[config.mk]
export PLATFORM = sky130hd
export DESIGN_NAME = c_source_line_classifier_top
export DESIGN_NICKNAME = d
export VERILOG_FILES = /design/src/rtl/cslc_pkg.sv /design/src/rtl/c_source_line_classifier_top.sv /design/src/rtl/cslc_step.sv
export VERILOG_INCLUDE_DIRS = /design/src /design/src/rtl
export SDC_FILE = /design/constraint.sdc
export NUM_CORES = 1
export LEC_CHECK = 0
export ABC_AREA = 0
export BUFFER_PORTS_ARGS = -buffer_cell sky130_fd_sc_hd__buf_2
export CORE_MARGIN = 10
export CORE_UTILIZATION = 40
export DETAILED_ROUTE_END_ITERATION = 10
export GPL_TIMING_DRIVEN = 0
export PLACE_DENSITY_LB_ADDON = 0.05
export SYNTH_ARGS = -nofsm -noshare
export SYNTH_HDL_FRONTEND = slang
export SYNTH_SLANG_ARGS = --single-unit
export TNS_END_PERCENT = 100
[constraint.sdc]
create_clock -name aclk -period 2.1 [get_ports aclk]
set_input_delay 0.42 -clock aclk [delete_from_list [all_inputs] [get_ports aclk]]
set_output_delay 0.42 -clock aclk [all_outputs]
set_load 0.02 [all_outputs]
[src/rtl/c_source_line_classifier_top_macros.svh]
// Assertion macros used by the line classifier top level.
`ifndef C_SOURCE_LINE_CLASSIFIER_TOP_MACROS_SVH
`define C_SOURCE_LINE_CLASSIFIER_TOP_MACROS_SVH

// The consequent must hold in the same cycle as the antecedent.
`define CSLC_ASSERT_SAME(label, ante, cons) \
    label: assert property (@(posedge aclk) disable iff (!aresetn) (ante) |-> (cons)) \
        else $error("assertion failed");

// The consequent must hold in the cycle after the antecedent.
`define CSLC_ASSERT_NEXT(label, ante, cons) \
    label: assert property (@(posedge aclk) disable iff (!aresetn) (ante) |=> (cons)) \
        else $error("assertion failed");

`endif

[src/rtl/cslc_pkg.sv]
// Package with codes, state type and constants of the C source line classifier.
package cslc_pkg;

    localparam logic [2:0] MODE_NORMAL = 3'd0;
    localparam logic [2:0] MODE_SLASH  = 3'd1;
    localparam logic [2:0] MODE_LINE   = 3'd2;
    localparam logic [2:0] MODE_BLOCK  = 3'd3;
    localparam logic [2:0] MODE_STAR   = 3'd4;

    localparam logic [1:0] TYPE_CODE    = 2'd0;
    localparam logic [1:0] TYPE_COMMENT = 2'd1;
    localparam logic [1:0] TYPE_DOC     = 2'd2;
    localparam logic [1:0] TYPE_PREPROC = 2'd3;

    localparam logic OP_CHAR = 1'b0;
    localparam logic OP_EOL  = 1'b1;

    localparam logic [7:0] CH_SPACE     = 8'h20;
    localparam logic [7:0] CH_CR        = 8'h0D;
    localparam logic [7:0] CH_TAB       = 8'h09;
    localparam logic [7:0] CH_SLASH     = 8'h2F;
    localparam logic [7:0] CH_STAR      = 8'h2A;
    localparam logic [7:0] CH_HASH      = 8'h23;
    localparam logic [7:0] CH_BACKSLASH = 8'h5C;

    localparam logic [2:0] DOC_FULL     = 3'd3;
    localparam logic [2:0] DOC_MISMATCH = 3'd4;

    typedef struct packed {
        logic [2:0]  mode;
        logic        began_in_block;
        logic [1:0]  prev_type;
        logic        prev_bs;
        logic        last_bs;
        logic [2:0]  doc_prog;
        logic        lead;
        logic        first_hash;
        logic        has_content;
        logic [15:0] line_cnt;
    } state_t;

    localparam state_t STATE_RESET = '{
        mode:           MODE_NORMAL,
        began_in_block: 1'b0,
        prev_type:      TYPE_CODE,
        prev_bs:        1'b0,
        last_bs:        1'b0,
        doc_prog:       3'd0,
        lead:           1'b1,
        first_hash:     1'b0,
        has_content:    1'b0,
        line_cnt:       16'd0
    };

endpackage

[src/rtl/c_source_line_classifier_top.sv]
// Top level of the C source line classifier with its state and result registers.
//
// Channel  Dir  Signals                           Meaning
// s_       in   s_tvalid s_tready s_tdata s_tuser  one source byte or an end of line
// m_       out  m_tvalid m_tready m_tdata          one classified line per end of line
//
// One transaction is taken per cycle while s_tready is high; the comment state register updates in that cycle.
// A line result appears in the output register the cycle after its end-of-line transaction.
// Reset brings the comment state to normal code mode and the line index to zero.
// The input is held off only while a result waits in the output register and m_tready is low.
`include "c_source_line_classifier_top_macros.svh"

module c_source_line_classifier_top
    import cslc_pkg::*;
(
    input  logic        aclk,
    input  logic        aresetn,
    input  logic        s_tvalid,
    output logic        s_tready,
    input  logic [7:0]  s_tdata,   // [7:0] ch
    input  logic        s_tuser,   // [0] op
    output logic        m_tvalid,
    input  logic        m_tready,
    output logic [23:0] m_tdata    // [1:0] line_type, [2] continued, [18:3] line_index
);

    state_t      state_reg;
    state_t      state_next;
    logic [1:0]  line_type;
    logic        m_tvalid_reg;
    logic        m_tvalid_next;
    logic [18:0] result_reg;
    logic        s_accept;
    logic        eol_accept;

    cslc_step u_step (
        .state      (state_reg),
        .op         (s_tuser),
        .ch         (s_tdata),
        .state_next (state_next),
        .line_type  (line_type)
    );

    assign s_tready   = !m_tvalid_reg || m_tready;
    assign s_accept   = s_tvalid && s_tready;
    assign eol_accept = s_accept && (s_tuser == OP_EOL);

    always_comb begin
        m_tvalid_next = m_tvalid_reg;
        if (eol_accept) begin
            m_tvalid_next = 1'b1;
        end else if (m_tready) begin
            m_tvalid_next = 1'b0;
        end
    end

    always_ff @(posedge aclk) begin
        if (!aresetn) begin
            state_reg    <= STATE_RESET;
            m_tvalid_reg <= 1'b0;
        end else begin
            m_tvalid_reg <= m_tvalid_next;
            if (s_accept) begin
                state_reg <= state_next;
            end
        end
    end

    always_ff @(posedge aclk) begin
        if (eol_accept) begin
            result_reg <= {state_reg.line_cnt, state_reg.prev_bs, line_type};
        end
    end

    assign m_tvalid = m_tvalid_reg;
    assign m_tdata  = {5'd0, result_reg};

    `CSLC_ASSERT_SAME(a_result_from_eol, m_tvalid_reg && !$past(m_tvalid_reg), $past(eol_accept))
    `CSLC_ASSERT_NEXT(a_line_count_step, eol_accept,
        state_reg.line_cnt == 16'($past(state_reg.line_cnt) + 16'd1))
    `CSLC_ASSERT_NEXT(a_preproc_mode_normal,
        eol_accept && !state_reg.prev_bs && line_type == TYPE_PREPROC,
        state_reg.mode == MODE_NORMAL && !state_reg.began_in_block)

endmodule

[src/rtl/cslc_step.sv]
// Next-state and line classification logic for one transaction.
module cslc_step
    import cslc_pkg::*;
(
    input  state_t     state,
    input  logic       op,
    input  logic [7:0] ch,
    output state_t     state_next,
    output logic [1:0] line_type
);

    logic       blank;
    logic       hc;
    logic       in_block;
    logic [7:0] doc_ch;

    always_comb begin
        blank = ch inside {CH_SPACE, CH_CR, CH_TAB};
        doc_ch = (state.doc_prog == 3'd0) ? CH_SLASH : CH_STAR;
        state_next = state;
        hc = state.has_content || (state.mode == MODE_SLASH);
        in_block = (state.mode == MODE_BLOCK) || (state.mode == MODE_STAR);
        line_type = TYPE_CODE;

        if (op == OP_CHAR) begin
            case (state.mode)
                MODE_SLASH: begin
                    if (ch == CH_SLASH) begin
                        state_next.mode = MODE_LINE;
                    end else if (ch == CH_STAR) begin
                        state_next.mode = MODE_BLOCK;
                    end else begin
                        state_next.has_content = 1'b1;
                        state_next.mode = MODE_NORMAL;
                    end
                end
                MODE_LINE: begin
                end
                MODE_BLOCK: begin
                    if (ch == CH_STAR) begin
                        state_next.mode = MODE_STAR;
                    end
                end
                MODE_STAR: begin
                    if (ch == CH_SLASH) begin
                        state_next.mode = MODE_NORMAL;
                    end else if (ch != CH_STAR) begin
                        state_next.mode = MODE_BLOCK;
                    end
                end
                default: begin
                    if (ch == CH_SLASH) begin
                        state_next.mode = MODE_SLASH;
                    end else if (!blank) begin
                        state_next.has_content = 1'b1;
                    end
                end
            endcase

            if (state.lead && ch != CH_SPACE && ch != CH_TAB) begin
                state_next.lead = 1'b0;
                state_next.first_hash = (ch == CH_HASH);
            end

            if (state.doc_prog < DOC_FULL) begin
                state_next.doc_prog = (ch == doc_ch) ? state.doc_prog + 3'd1 : DOC_MISMATCH;
            end

            state_next.last_bs = (ch == CH_BACKSLASH);
        end else begin
            if (state.prev_bs) begin
                line_type = state.prev_type;
            end else if (!state.began_in_block && state.first_hash) begin
                line_type = TYPE_PREPROC;
                in_block = 1'b0;
            end else if (!hc) begin
                if (state.doc_prog == DOC_FULL ||
                    (state.began_in_block && state.prev_type == TYPE_DOC)) begin
                    line_type = TYPE_DOC;
                end else begin
                    line_type = TYPE_COMMENT;
                end
            end else begin
                line_type = TYPE_CODE;
            end

            state_next.mode = in_block ? MODE_BLOCK : MODE_NORMAL;
            state_next.began_in_block = in_block;
            state_next.prev_type = line_type;
            state_next.prev_bs = state.last_bs;
            state_next.line_cnt = state.line_cnt + 16'd1;
            state_next.last_bs = 1'b0;
            state_next.doc_prog = 3'd0;
            state_next.lead = 1'b1;
            state_next.first_hash = 1'b0;
            state_next.has_content = 1'b0;
        end
    end

endmodule
Yosys cells after proc, flatten, opt, wreduce, memory -nomap -nowiden
Cells that the tools add are included.
Widths: inputs -> output; s select.

storage, ports and cells
  register bits = 50
  output and inout port bits = 26
  logic and storage cells = 92
  input bits = 13

operators by class
  mux-type cells = 28
  add/sub/neg operators = 2
  reduce and logical (&&, ||, !) cells = 24
  magnitude comparators = 1
  equality and inequality tests = 24

operators with widths
  operator               count
  $eq 8x6->1 const B     4
  $mux 3                 9
  $add 16x1->16 const B  1
  $eq 8x4->1 const B     2
  $ne 8x6->1 const B     2
  $mux 2                 7
  $pmux 3 s4             1
  $reduce_and 5->1       2
  $eq 3x2->1 const B     3
  $mux 1                 9
  $ne 3x3->1 const B     3
  $eq 8x7->1 const B     1
  $eq 8x8->1             1
  $ne 8x4->1 const B     1
  $mux 7                 1
  $logic_and 1x1->1      6
  $reduce_and 2->1       3
  $reduce_bool 2->1      3
  $reduce_bool 5->1      1
  $logic_or 1x1->1       4
  $ne 2x2->1 const B     2
  $ne 4x4->1 const B     1
  $add 3x1->3 const B    1
  $eq 3x1->1 const B     1
  9 further kinds        10

Depth between registers and ports, before layout
  word-level depth = 7
  depth in mapped cells = 7
  gate-level depth less buffers = 7

Hierarchy
Synthesis repeated with hierarchy kept, for this count alone.

second synthesis, totals
  cells, all modules = 307
  area, all modules = 2861.5 sq um

modules (own cells, without submodules)
  module                        sequential area each (sq um)  cells each  times used  area an instance (sq um)
  c_source_line_classifier_top  1191.1                        162         1           1896.8
  cslc_step                     0.0                           145         1           964.7

Worst setup path after synthesis
Ideal clock, no wire load.

  path kind = input -> register
  start point = input m_tready
  end point = register state_reg[7] in the netlist's numbering
  library setup time = 128 ps
  cell stages on the path = 7
  arrival = 2127 ps
  path buffers = 1
  required time = 1972 ps
  slack = -155 ps
  cells stage by stage = nand2b_1 > clkbuf_1 > nand3_1 > clkinv_1 > and3_1 > xnor2_1 > nor2_1

between the ends
  longest elaborated chain between the ends = 3

ends and longest elaborated chain
  what                               RTL line                            source
  start: declaration                 c_source_line_classifier_top.sv:23  input logic m_tready,
  $logic_or 1x1->1                   c_source_line_classifier_top.sv:44  assign s_tready = !m_tvalid_reg || m_tready;
  via s_tready                       c_source_line_classifier_top.sv:19  output logic s_tready,
  $logic_and 1x1->1                  c_source_line_classifier_top.sv:45  assign s_accept = s_tvalid && s_tready;
  $reduce_and 2->1 (no source line)  --
  end signal: assignment             c_source_line_classifier_top.sv:64  state_reg <= state_next;
  end: declaration                   c_source_line_classifier_top.sv:27  state_t state_reg;

The timed path passes the listed nets, and every way through them passes these cells.
A chain may end at the register's enable or synchronous reset.

Worst setup path after layout
  start point = input s_tdata[4]
  end point = register state_reg[28] in the netlist's numbering

between the ends
  longest elaborated chain between the ends = 5
  elaborated cells on any way between the ends = 12
  classes of those cells = 5 x eq/ne; 5 x mux; 2 x reduce/logical

ends and longest elaborated chain
  what                RTL line                            source
  start: declaration  c_source_line_classifier_top.sv:20  input logic [7:0] s_tdata,
  $eq 8x6->1          cslc_step.sv:30, cslc_step.sv:40
  $mux 2              cslc_step.sv:30                     end else if (ch == CH_STAR) begin
  $mux 3              cslc_step.sv:28                     if (ch == CH_SLASH) begin
  $pmux 3 s4          cslc_step.sv:26                     case (state.mode)
  $mux 3              cslc_step.sv:25                     if (op == OP_CHAR) begin

Several ways; a longest one is shown, not always the timed one.

==> run_results.csv <==
group,metric,value,unit
status,status,"finished clean",
power,power_switching,0.459,mW
sta,tightest_slew,0.548,ns
power,power_frac_seq,0.581,
drt,drcViolationCount,0,
global_routing,grt.overflow.total,0,
final_layout,final_cells,381,
clock_tree,cts_buffers,5,
yosys,synth-xor-area-share,0.0322,
final_layout,final_core_util,0.487,
setup_path,required,2.29,ns
yosys,yosys_warnings,0,
sta,rsz0062_at_grt,"no",
yosys,synth_mux_area_frac,0.0169,
drt,ant_nets,0,
sta,fmax,488,MHz
power,p_sw_frac,0.256,
setup_path,reg2regPathDepth,6,
yosys,yosys.area.top_type,"dfxtp_1",
yosys,synth_top_family_by_area,"simple AND/OR/NAND/NOR gates",
setup_path,critPathArrivalTime,2.24,ns
setup_path,startpoint_type,"primary input",
floorplanning,start_util,0.413,
setup_path,r2r-start,"state_reg[27]",
global_routing,grt_use_total,0.112,
global_routing,grt_pass1_wl,9230,um
clock_tree,postCtsHoldBufs,0,
drt,routed_wirelength,5590,um
min_path,worstHoldEndpoint,"result_reg[18]",
global_routing,top_usage_layer,"met2",
final_layout,antennaDiodeCount,0,
setup_path,rrSetupSlack,0.14,ns
clock_tree,root_buffer,"clkbuf_8",
min_path,min_delay_path_depth,0,
global_routing,antenna_found_initial,0,
sta,finalCritPeriodShare,0.976,
floorplanning,rows,28,
yosys,syn-cell-area,2440,sq um
yosys,yosysSeqAreaShare,0.487,
floorplanning,io_pins,39,
floorplanning,dieArea,9640,sq um
sta,finalMaxSlewViolations,0,
placement,place_inst,371,
clock_tree,clock_latency,0.30,ns
sta,period_needed,2.05,ns
floorplanning,core-area,5920,sq um
global_routing,grt_use_met1,0.151,
sta,skew,0.00891,ns
power,p_int,1.34,mW
final_layout,num-fill-cells,560,
final_layout,largest_reg_flops,30,
setup_path,end_kind,"flop",
sta,hold_viol,0,
final_layout,drive_gt1_frac,0.209,
yosys,ys_ff_latch,50,
yosys,synth.area.top_cells,"dfxtp_1 25%, edfxtp_1 23%, nand2_1 4.1%, a21oi_1 4.1%, nor2_1 2.9%",
global_routing,use_met2,0.172,
yosys,synth_compound_area_frac,0.145,
final_layout,nNetsFinal,322,
min_path,hold_path_class,"reg2reg",
drt,vias_per_cell,5.14,
yosys,synth_cell_type_count,55,
drt,drt-pass1-iter-count,6,
yosys,synth_fa_ha_area_frac,0.0205,
power,clkPwrFrac,0.307,
global_routing,grt_pass1_vias,1831,
clock_tree,cts_buffer_depth,2,
run,max_cap_violations,0,
floorplanning,dieWidth,98.2,um
yosys,synth_top_area_share,0.254,
placement,numPortBuffers,30,
power,vdd.ir_drop.worst,0.317,mV
drt,routed-via-count,1960,
clock_tree,clkSlewWorstSetupHoldPaths,0.09,ns
yosys,synth_cells,262,
setup_path,worstPathMaxFanout,7,
drt,drtIter0Drc,130,
yosys,yosys.area_share.simple,0.241,
final_layout,layout-area-overhead-vs-synth,18.0,%
min_path,min_from,"state_reg[15]",
clock_tree,h-tree-depth,2,
sta,maxSlewHeadroom,0.635,
drt,routedWlPerCell,14.7,um
floorplanning,die_h,98.2,um
clock_tree,cts_sinks,50,
placement,place_congestion,0.798,
setup_path,path_class,"in2reg",
yosys,synthFlopType,"dfxtp_1",
yosys,async_flop_share,0,
power,power-per-cell-area,623,nW/um^2
global_routing,grt_start_max_net_pins,27,
global_routing,use_met3,0.0310,
clock_tree,cts_tree,"yes",
yosys,synth_edf_count,19,
power,p_comb_frac,0.112,
sta,finalSetupViolations,0,
yosys,synth_area_per_cell,9.33,sq um
power,leakagePower,1.05,nW
setup_path,regToRegEndpoint,"state_reg[28]",
placement,post-dp-hpwl,3980,um
-- cell families after synthesis --
kind of cell / count (synthesis)
adders and majority gates: 4
and+or+nand+nor: 108
DFF: 50
buffers and inverters: 31
other: 1
xor gates and xnor gates: 9
AOI/OAI and AO/OA: 55
muxes: 4
-- worst max path at each step --
| stage | startpoint | cells past startpoint | slack, ns | to |
|---|---|---|---|---|
| 4_1_cts | m_tvalid | 7 | 0.02 | state_reg[17] |
| 3_5_place_dp | s_tdata[4] | 6 | -0.35 | state_reg[28] |
| 6_report | s_tdata[4] | 7 | 0.05 | state_reg[28] |
| 2_1_floorplan | s_tdata[4] | 6 | -0.04 | state_reg[28] |
| 5_1_grt | s_tdata[4] | 7 | 0.006 | state_reg[28] |
| 3_3_place_gp | s_tdata[4] | 6 | -0.33 | state_reg[28] |
-- cell usage in the layout (no fill, tap or decap), types with 3 or more instances in the layout --
master	instances
buf_2	31
dfxtp_1	31
nand2_1	27
a21oi_1	20
nor2_1	19
edfxtp_1	19
inv_1	13
o21ai_0	11
clkbuf_1	8
nand4_1	8
xnor2_1	7
or3_1	7
buf_4	7
nand2b_1	6
a21o_1	6
and3_1	5
nand3_1	5
conb_1	5
clkbuf_8	5
nor4_1	4
ha_1	4
clkbuf_2	3
mux2i_1	3
nor2b_1	3
and2_1	3
nor3_1	3
-- power groups by stage --
stage	logic, mW	clock network, mW	registers, mW
after floorplan	0.110	0	1.09
after global placement	0.196	0	1.07
after detailed placement	0.195	0	1.07
after CTS	0.197	0.575	1.04
after global routing	0.224	0.612	1.05
final	0.202	0.551	1.04
-- Yosys cell counts (2+ instances only) --
cell and instances:
and2_1 3, and3_1 5, mux2i_1 3, a2bb2oi_1 2
a21oi_1 20, dfxtp_1 31, clkbuf_1 10, ha_1 4
o211ai_1 2, nand3_1 7, edfxtp_1 19, a21o_1 6
or3_1 7, nand2b_1 6, nor2_1 19, buf_4 5
and3b_1 2, buf_2 2, o21ai_0 11, xor2_1 2
inv_1 13, nor4_1 5, nor2b_1 3, or4_1 2
nand4_1 8, nor3_1 3, o31ai_1 2, xnor2_1 7
nand2_1 27
-- per-layer routing --
| metal | up-vias | part of all wire | wire length, um |
|---|---|---|---|
| met2 | 30 | 0.45 | 2500 |
| met3 | 2 | 0.041 | 229 |
| met1 | 912 | 0.51 | 2840 |
| li1 | 1016 | - | - |
| met4 | 0 | 0.0030 | 17 |
| met5 | - | 0 | 0 |
-- stage by stage --
step                      hold WS [ns]  area (sq um)  worst slack, ns  power (mW)  TNS [ns]
after floorplan                  0.426          2470          -0.0361        1.20   -0.0361
after global placement           0.436          2720           -0.333        1.26     -1.46
after detailed placement         0.436          2720           -0.353        1.26     -1.21
after CTS                        0.456          2810           0.0155        1.82         0
after global routing             0.484          2880          0.00641        1.88         0
final                            0.456          2880           0.0506        1.80         0
-- what timing repair did --
action | in CTS | in global routing
buffers inserted | 0 | 2
cloned | 0 | 0
gates resized for setup | 2 | 15
endpoints found under the setup margin | 1 | 6
pin swaps | 0 | 1
hold endpoints to repair | 0 | 0
-- worst max-delay path: stages --
cell and delay, ns:
buf_2 0.13, or4b_4 0.53, buf_6 0.15, or3_4 0.35
a21o_1 0.18, a21oi_2 0.15, mux2_1 0.33
-- layout make-up --
class | instances | area (sq um) | area share
Tap cell | 75 | 93.8 | 0.0325
Buffer | 17 | 95.1 | 0.0330
Clock buffer | 6 | 72.6 | 0.0252
Clock inverter | 2 | 13.8 | 0.00477
Inverter | 14 | 57.6 | 0.0200
Sequential cell | 50 | 1190 | 0.413
Timing Repair Buffer | 32 | 165 | 0.0573
Multi-Input combinational cell | 185 | 1190 | 0.414
Note: power is estimated with default switching activity, not from simulation.
